==> src/rtl/perspective_divide_viewport_macros.svh <==
// Assertion macros used by the perspective divide and viewport top module.
`ifndef PERSPECTIVE_DIVIDE_VIEWPORT_MACROS_SVH
`define PERSPECTIVE_DIVIDE_VIEWPORT_MACROS_SVH

// Implication checked on every clock edge outside reset.
`define PDV_ASSERT_IMP(lbl, ante, cons) \
  lbl: assert property (@(posedge clk) disable iff (rst) (ante) |-> (cons)) \
    else $error("pdv assertion failed");

// Condition that must hold on the edge after a reset cycle.
`define PDV_ASSERT_AFTER_RST(lbl, cons) \
  lbl: assert property (@(posedge clk) $past(rst) |-> (cons)) \
    else $error("pdv reset assertion failed");

`endif

==> src/rtl/pdv_pkg.sv <==
// Package: widths, register indexes, beat types and helpers for the divide/viewport block.
`timescale 1ns / 1ps
package pdv_pkg;

  localparam int CW        = 32;          // coordinate width
  localparam int FB        = 16;          // fraction bits
  localparam int QW        = CW + FB;     // quotient bits produced by the divider
  localparam int SIZE_W    = 14;          // viewport size register width
  localparam int PW        = CW + SIZE_W + 2;  // viewport product width
  localparam int DIV_LAT   = QW + 1;      // divider steps plus clamp register
  localparam int CFG_IDX_W = 2;
  localparam int CFG_DATA_W = 16;

  localparam logic [CFG_IDX_W-1:0] REG_VP_WIDTH  = CFG_IDX_W'(0);
  localparam logic [CFG_IDX_W-1:0] REG_VP_HEIGHT = CFG_IDX_W'(1);

  localparam logic [SIZE_W-1:0] VP_WIDTH_RST  = SIZE_W'(640);
  localparam logic [SIZE_W-1:0] VP_HEIGHT_RST = SIZE_W'(480);

  // 1.0 in Q format, one bit wider than a coordinate
  localparam logic signed [CW:0] ONEQ = (CW+1)'(1) << FB;

  typedef struct packed {
    logic signed [CW-1:0] clip_x;
    logic signed [CW-1:0] clip_y;
    logic signed [CW-1:0] clip_z;
    logic signed [CW-1:0] clip_w;
  } vtx_t;

  typedef struct packed {
    logic signed [CW-1:0] screen_x;
    logic signed [CW-1:0] screen_y;
    logic signed [CW-1:0] depth_z;
    logic signed [CW-1:0] w_out;
    logic                 w_was_zero;
    logic                 saturated;
  } pix_t;

  // Merged lane results handed to the viewport stage
  typedef struct packed {
    logic signed [CW-1:0] nx;
    logic signed [CW-1:0] ny;
    logic signed [CW-1:0] nz;
    logic signed [CW-1:0] w;
    logic                 wz;
    logic                 sat;
  } ndc_t;

  typedef struct packed {
    logic signed [CW-1:0] val;
    logic                 sat;
  } clamp_t;

  // Magnitude of a signed coordinate; the most negative value fits unsigned
  function automatic logic [CW-1:0] mag(input logic signed [CW-1:0] v);
    mag = v[CW-1] ? (~v + CW'(1)) : v;
  endfunction

  // Halve toward zero, then clamp into the coordinate range
  function automatic clamp_t half_clamp(input logic signed [PW-1:0] p);
    logic signed [PW-1:0] h;
    logic signed [PW-1:0] maxv;
    logic signed [PW-1:0] minv;
    clamp_t res;
    h    = p[PW-1] ? ((p + PW'(1)) >>> 1) : (p >>> 1);
    maxv = PW'((CW+1)'(2 ** (CW - 1) - 1));
    minv = -maxv - PW'(1);
    res.sat = 1'b0;
    if (h > maxv) begin
      res.val = maxv[CW-1:0];
      res.sat = 1'b1;
    end else if (h < minv) begin
      res.val = minv[CW-1:0];
      res.sat = 1'b1;
    end else begin
      res.val = h[CW-1:0];
    end
    half_clamp = res;
  endfunction

endpackage

==> src/rtl/pdv_viewport.sv <==
// Viewport stage: takes merged lane quotients, scales by viewport size, halves and clamps.
`timescale 1ns / 1ps
module pdv_viewport (
  input  logic                       clk,
  input  logic                       en,
  input  pdv_pkg::ndc_t              ndc,
  input  logic [pdv_pkg::SIZE_W-1:0] vp_width,
  input  logic [pdv_pkg::SIZE_W-1:0] vp_height,
  output pdv_pkg::pix_t              pre
);

  logic signed [pdv_pkg::CW-1:0] nx;
  logic signed [pdv_pkg::CW-1:0] ny;
  logic signed [pdv_pkg::CW:0]   bx;
  logic signed [pdv_pkg::CW:0]   by;

  // Zero w forces ndc to the origin
  assign nx = ndc.wz ? '0 : ndc.nx;
  assign ny = ndc.wz ? '0 : ndc.ny;
  assign bx = {nx[pdv_pkg::CW-1], nx} + pdv_pkg::ONEQ;
  assign by = pdv_pkg::ONEQ - {ny[pdv_pkg::CW-1], ny};

  // Stage 1: products
  logic signed [pdv_pkg::PW-1:0] px;
  logic signed [pdv_pkg::PW-1:0] py;
  logic signed [pdv_pkg::CW-1:0] z1;
  logic signed [pdv_pkg::CW-1:0] w1;
  logic                          wz1;
  logic                          sat1;

  always_ff @(posedge clk) begin
    if (en) begin
      px   <= pdv_pkg::PW'(bx) * pdv_pkg::PW'($signed({1'b0, vp_width}));
      py   <= pdv_pkg::PW'(by) * pdv_pkg::PW'($signed({1'b0, vp_height}));
      z1   <= ndc.wz ? '0 : ndc.nz;
      w1   <= ndc.wz ? '0 : ndc.w;
      wz1  <= ndc.wz;
      sat1 <= ndc.wz ? 1'b0 : ndc.sat;
    end
  end

  // Stage 2: halve toward zero and clamp
  pdv_pkg::clamp_t cx;
  pdv_pkg::clamp_t cy;

  assign cx = pdv_pkg::half_clamp(px);
  assign cy = pdv_pkg::half_clamp(py);

  always_ff @(posedge clk) begin
    if (en) begin
      pre.screen_x   <= cx.val;
      pre.screen_y   <= cy.val;
      pre.depth_z    <= z1;
      pre.w_out      <= w1;
      pre.w_was_zero <= wz1;
      pre.saturated  <= sat1 | cx.sat | cy.sat;
    end
  end

endmodule

==> config.mk <==
export PLATFORM = sky130hd
export DESIGN_NAME = pdv_viewport
export DESIGN_NICKNAME = d
export VERILOG_FILES = /design/src/rtl/perspective_divide_viewport_macros.svh /design/src/rtl/pdv_pkg.sv /design/src/rtl/pdv_viewport.sv
export SDC_FILE = /design/constraint.sdc
export NUM_CORES = 2
export LEC_CHECK = 0
export ABC_AREA = 1
export ABC_CLOCK_PERIOD_IN_PS = 7900
export BUFFER_PORTS_ARGS = -buffer_cell sky130_fd_sc_hd__buf_2
export CORE_MARGIN = 4
export CORE_UTILIZATION = 40
export CTS_BUF_LIST = sky130_fd_sc_hd__clkbuf_16
export CTS_CLUSTER_DIAMETER = 100
export DETAILED_ROUTE_END_ITERATION = 12
export SETUP_SLACK_MARGIN = 0.5
export SYNTH_ARGS = -nofsm -noshare
export SYNTH_HDL_FRONTEND = slang
export SYNTH_SLANG_ARGS = --single-unit
export TNS_END_PERCENT = 10
==> constraint.sdc <==
create_clock -name clk -period 7.9 [get_ports clk]
set_input_delay 0 -clock clk [delete_from_list [all_inputs] [get_ports clk]]
set_output_delay 0 -clock clk [all_outputs]
set_load 0.02 [all_outputs]
==> results.sh <==
export IMPL_status="finished, final reports clean"
export IMPL_antenna_found_initial=3
export IMPL_synth_compound_area_share_pct=3.77
export IMPL_yosysWarnings=0
export IMPL_critical_path_buf_inv_count=11
export IMPL_route_detailed_drc=0
export IMPL_synth_top_family_by_area="adder cells"
export IMPL_ys_seq_elements=292
export IMPL_grt_max_degree=76
export IMPL_dieArea_sq_um=120000
export IMPL_setup_tns_ns=0
export IMPL_path_clk_slew_ns=0.06
export IMPL_startpoint_type="primary input"
export IMPL_slew_headroom_pct=35.1
export IMPL_antenna_left=0
export IMPL_drive_above_1_share_pct=8.97
export IMPL_place_inst=7168
export IMPL_critPathKind="primary input to flop"
export IMPL_fin_util_pct=45.4
export IMPL_synthXorXnorAreaFrac_pct=3.56
export IMPL_wl_per_cell_um=17.9
export IMPL_ys_top_cells_by_count="inv_1 (1286), nand2_1 (973), fa_1 (844)"
export IMPL_min_path_type="primary input to flop"
export IMPL_floorplan_initialDensity_pct=40.5
export IMPL_grt_ovfl_total=0
export IMPL_fp_dieW_um=346
export IMPL_avgSynthCellArea_sq_um=8.47
export IMPL_route_vias_total=36100
export IMPL_synthMuxAreaShare_pct=0
export IMPL_firstDrtPassIters=8
export IMPL_seq_area_frac_synth_pct=19.2
export IMPL_cts_num_sinks=292
export IMPL_synth_simple_area_share_pct=18.8
export IMPL_layout_nets=7002
export IMPL_io_buffers=289
export IMPL_hold_viol=0
export IMPL_htreeDepth=2
export IMPL_crit_top_cell="fa_1"
export IMPL_drv_cap=0
export IMPL_grt_usage_pct=22.1
export IMPL_syn_cell_area_sq_um=45800
export IMPL_final_max_slew_violation_count=0
export IMPL_boundaryPins=290
export IMPL_synth_async_sr_flop_share_pct=0
export IMPL_area_growth_pct=12.2
export IMPL_max_freq_ghz=0.142
export IMPL_layout_setup_ws_ns=0.836
export IMPL_critPathTopFamily="adder cells"
export IMPL_arrival_ns=7.38
export IMPL_synth_area_leaders="fa_1 (37%), edfxtp_1 (19%), inv_1 (11%), nand2_1 (8.0%), nor2_1 (6.9%)"
export IMPL_cts_buffers=35
export IMPL_synth_top_cell_by_area="fa_1"
export IMPL_die_y_um=346
export IMPL_max_clock_path_buffers=3
export IMPL_synth_nets=6634
export IMPL_slowest_delay_ns=0.55
export IMPL_drt_wl_total_mm=131
export IMPL_rsz0062_at_grt="yes"
export IMPL_coreArea_sq_um=113000
export IMPL_cpMaxStageDelayCell="fa_1"
export IMPL_critPathMaxFanout=17
export IMPL_cts_root_buf="clkbuf_16"
export IMPL_fin_crit_ns=7.06
export IMPL_synth_most_common_cell="inv_1"
export IMPL_yosysUniqueCellTypes=51
export IMPL_num_rows=123
export IMPL_synth_flop_cell="edfxtp_1"
export IMPL_synth_top_area_share_pct=36.9
export IMPL_period_share_pct=89.4
export IMPL_hpwl_mm=109
export IMPL_drtIter0Drc=2052
export IMPL_gp_congestion=0.949
export IMPL_tightest_slew_ns=0.973
export IMPL_grt_pass1_wl_mm=211
export IMPL_grt_pass1_vias=39200
export IMPL_clock_skew_ns=0.0207
export IMPL_pre_cts_ws_ns=-0.117
export IMPL_yosys_area_share_adder_pct=43.0
export IMPL_synthCells=5408
export IMPL_cp_required_ns=8.21
export IMPL_cts_tree="yes"
export IMPL_clock_latency_ns=0.57
export IMPL_detail_route_vias_per_cell=4.95
export IMPL_synth_edf_count=292
export IMPL_end_kind="flop"
export IMPL_setup_viol_count_final=0
export IMPL_stdcell_count=7302
cell type report:
type                       instances  area, sq um
sequential                       292         8770
inverter                        1310         4920
clock buffer                      35          876
antenna                            2         5.00
clock inverter                    26          273
fill                           11200        61800
multi-input combinational       3687        31800
timing repair buffer             450         2860
tap                             1500         1880
final timing paths:
check / startpoint / end / slack [ns] / cells after the start
worst min-delay path: ndc[1] / wz1$_DFFE_PP_ / 0.06 / 2
worst min register to register: z1[27]$_SDFFCE_PP0P_ / pre[61]$_DFFE_PP_ / 0.41 / 0
worst max register to register: py[47]$_DFFE_PP_ / pre[89]$_SDFFCE_PP1P_ / 4.31 / 14
worst max-delay path: ndc[1] / py[44]$_DFFE_PP_ / 0.84 / 35
sequential cells by signal (all words and copies together), names as in the netlist:
register  count
px           48
w1           32
pre         130
wz1           1
z1           32
py           48
sat1          1
routing by layer:
layer | routed length (um) | GRT usage (%) | vias to the layer above
li1 | - | - | 16900
met1 | 49300 | 24.9 | 18000
met2 | 69800 | 42.5 | 984
met3 | 5850 | 2.54 | 285
met4 | 5710 | 8.51 | 2
met5 | 9 | 0 | -
logic make-up after synthesis:
| group | count (synthesis) |
|---|---|
| compound gates | 311 |
| fa+ha+maj | 1066 |
| xor+xnor | 182 |
| buf+inv | 1429 |
| flops | 292 |
| simple gates | 2128 |
what timing repair did:
item | 4_1_cts | 5_1_grt
gates resized for setup | 1 | 38
hold buffers | 66 | 0
endpoints found under the setup margin | 1 | 26
cloned | 0 | 1
pin swaps | 0 | 6
endpoints found under the hold margin | 135 | 0
buffers inserted | 0 | 4
through the flow:
stage                     hold WS (ns)  instance area [sq um]
after floorplan                 0.0989                  45800
after global placement           0.278                  49300
after detailed placement         0.288                  49300
after CTS                       0.0122                  51100
after global routing            0.0417                  51400
final                           0.0575                  51400
layout by cell type (no fill, tap or decap), types with 109 or more instances in the layout:
| cell type | n |
|---|---|
| nand2_1 | 970 |
| a21oi_1 | 126 |
| nand3_1 | 145 |
| inv_1 | 1289 |
| nor2_1 | 837 |
| ha_1 | 222 |
| buf_2 | 287 |
| o21ai_0 | 109 |
| edfxtp_1 | 292 |
| fa_1 | 844 |
Power is left out: the tool's default activity adds up to more than one toggle a clock period on the data nets, which glitch-free logic cannot reach.
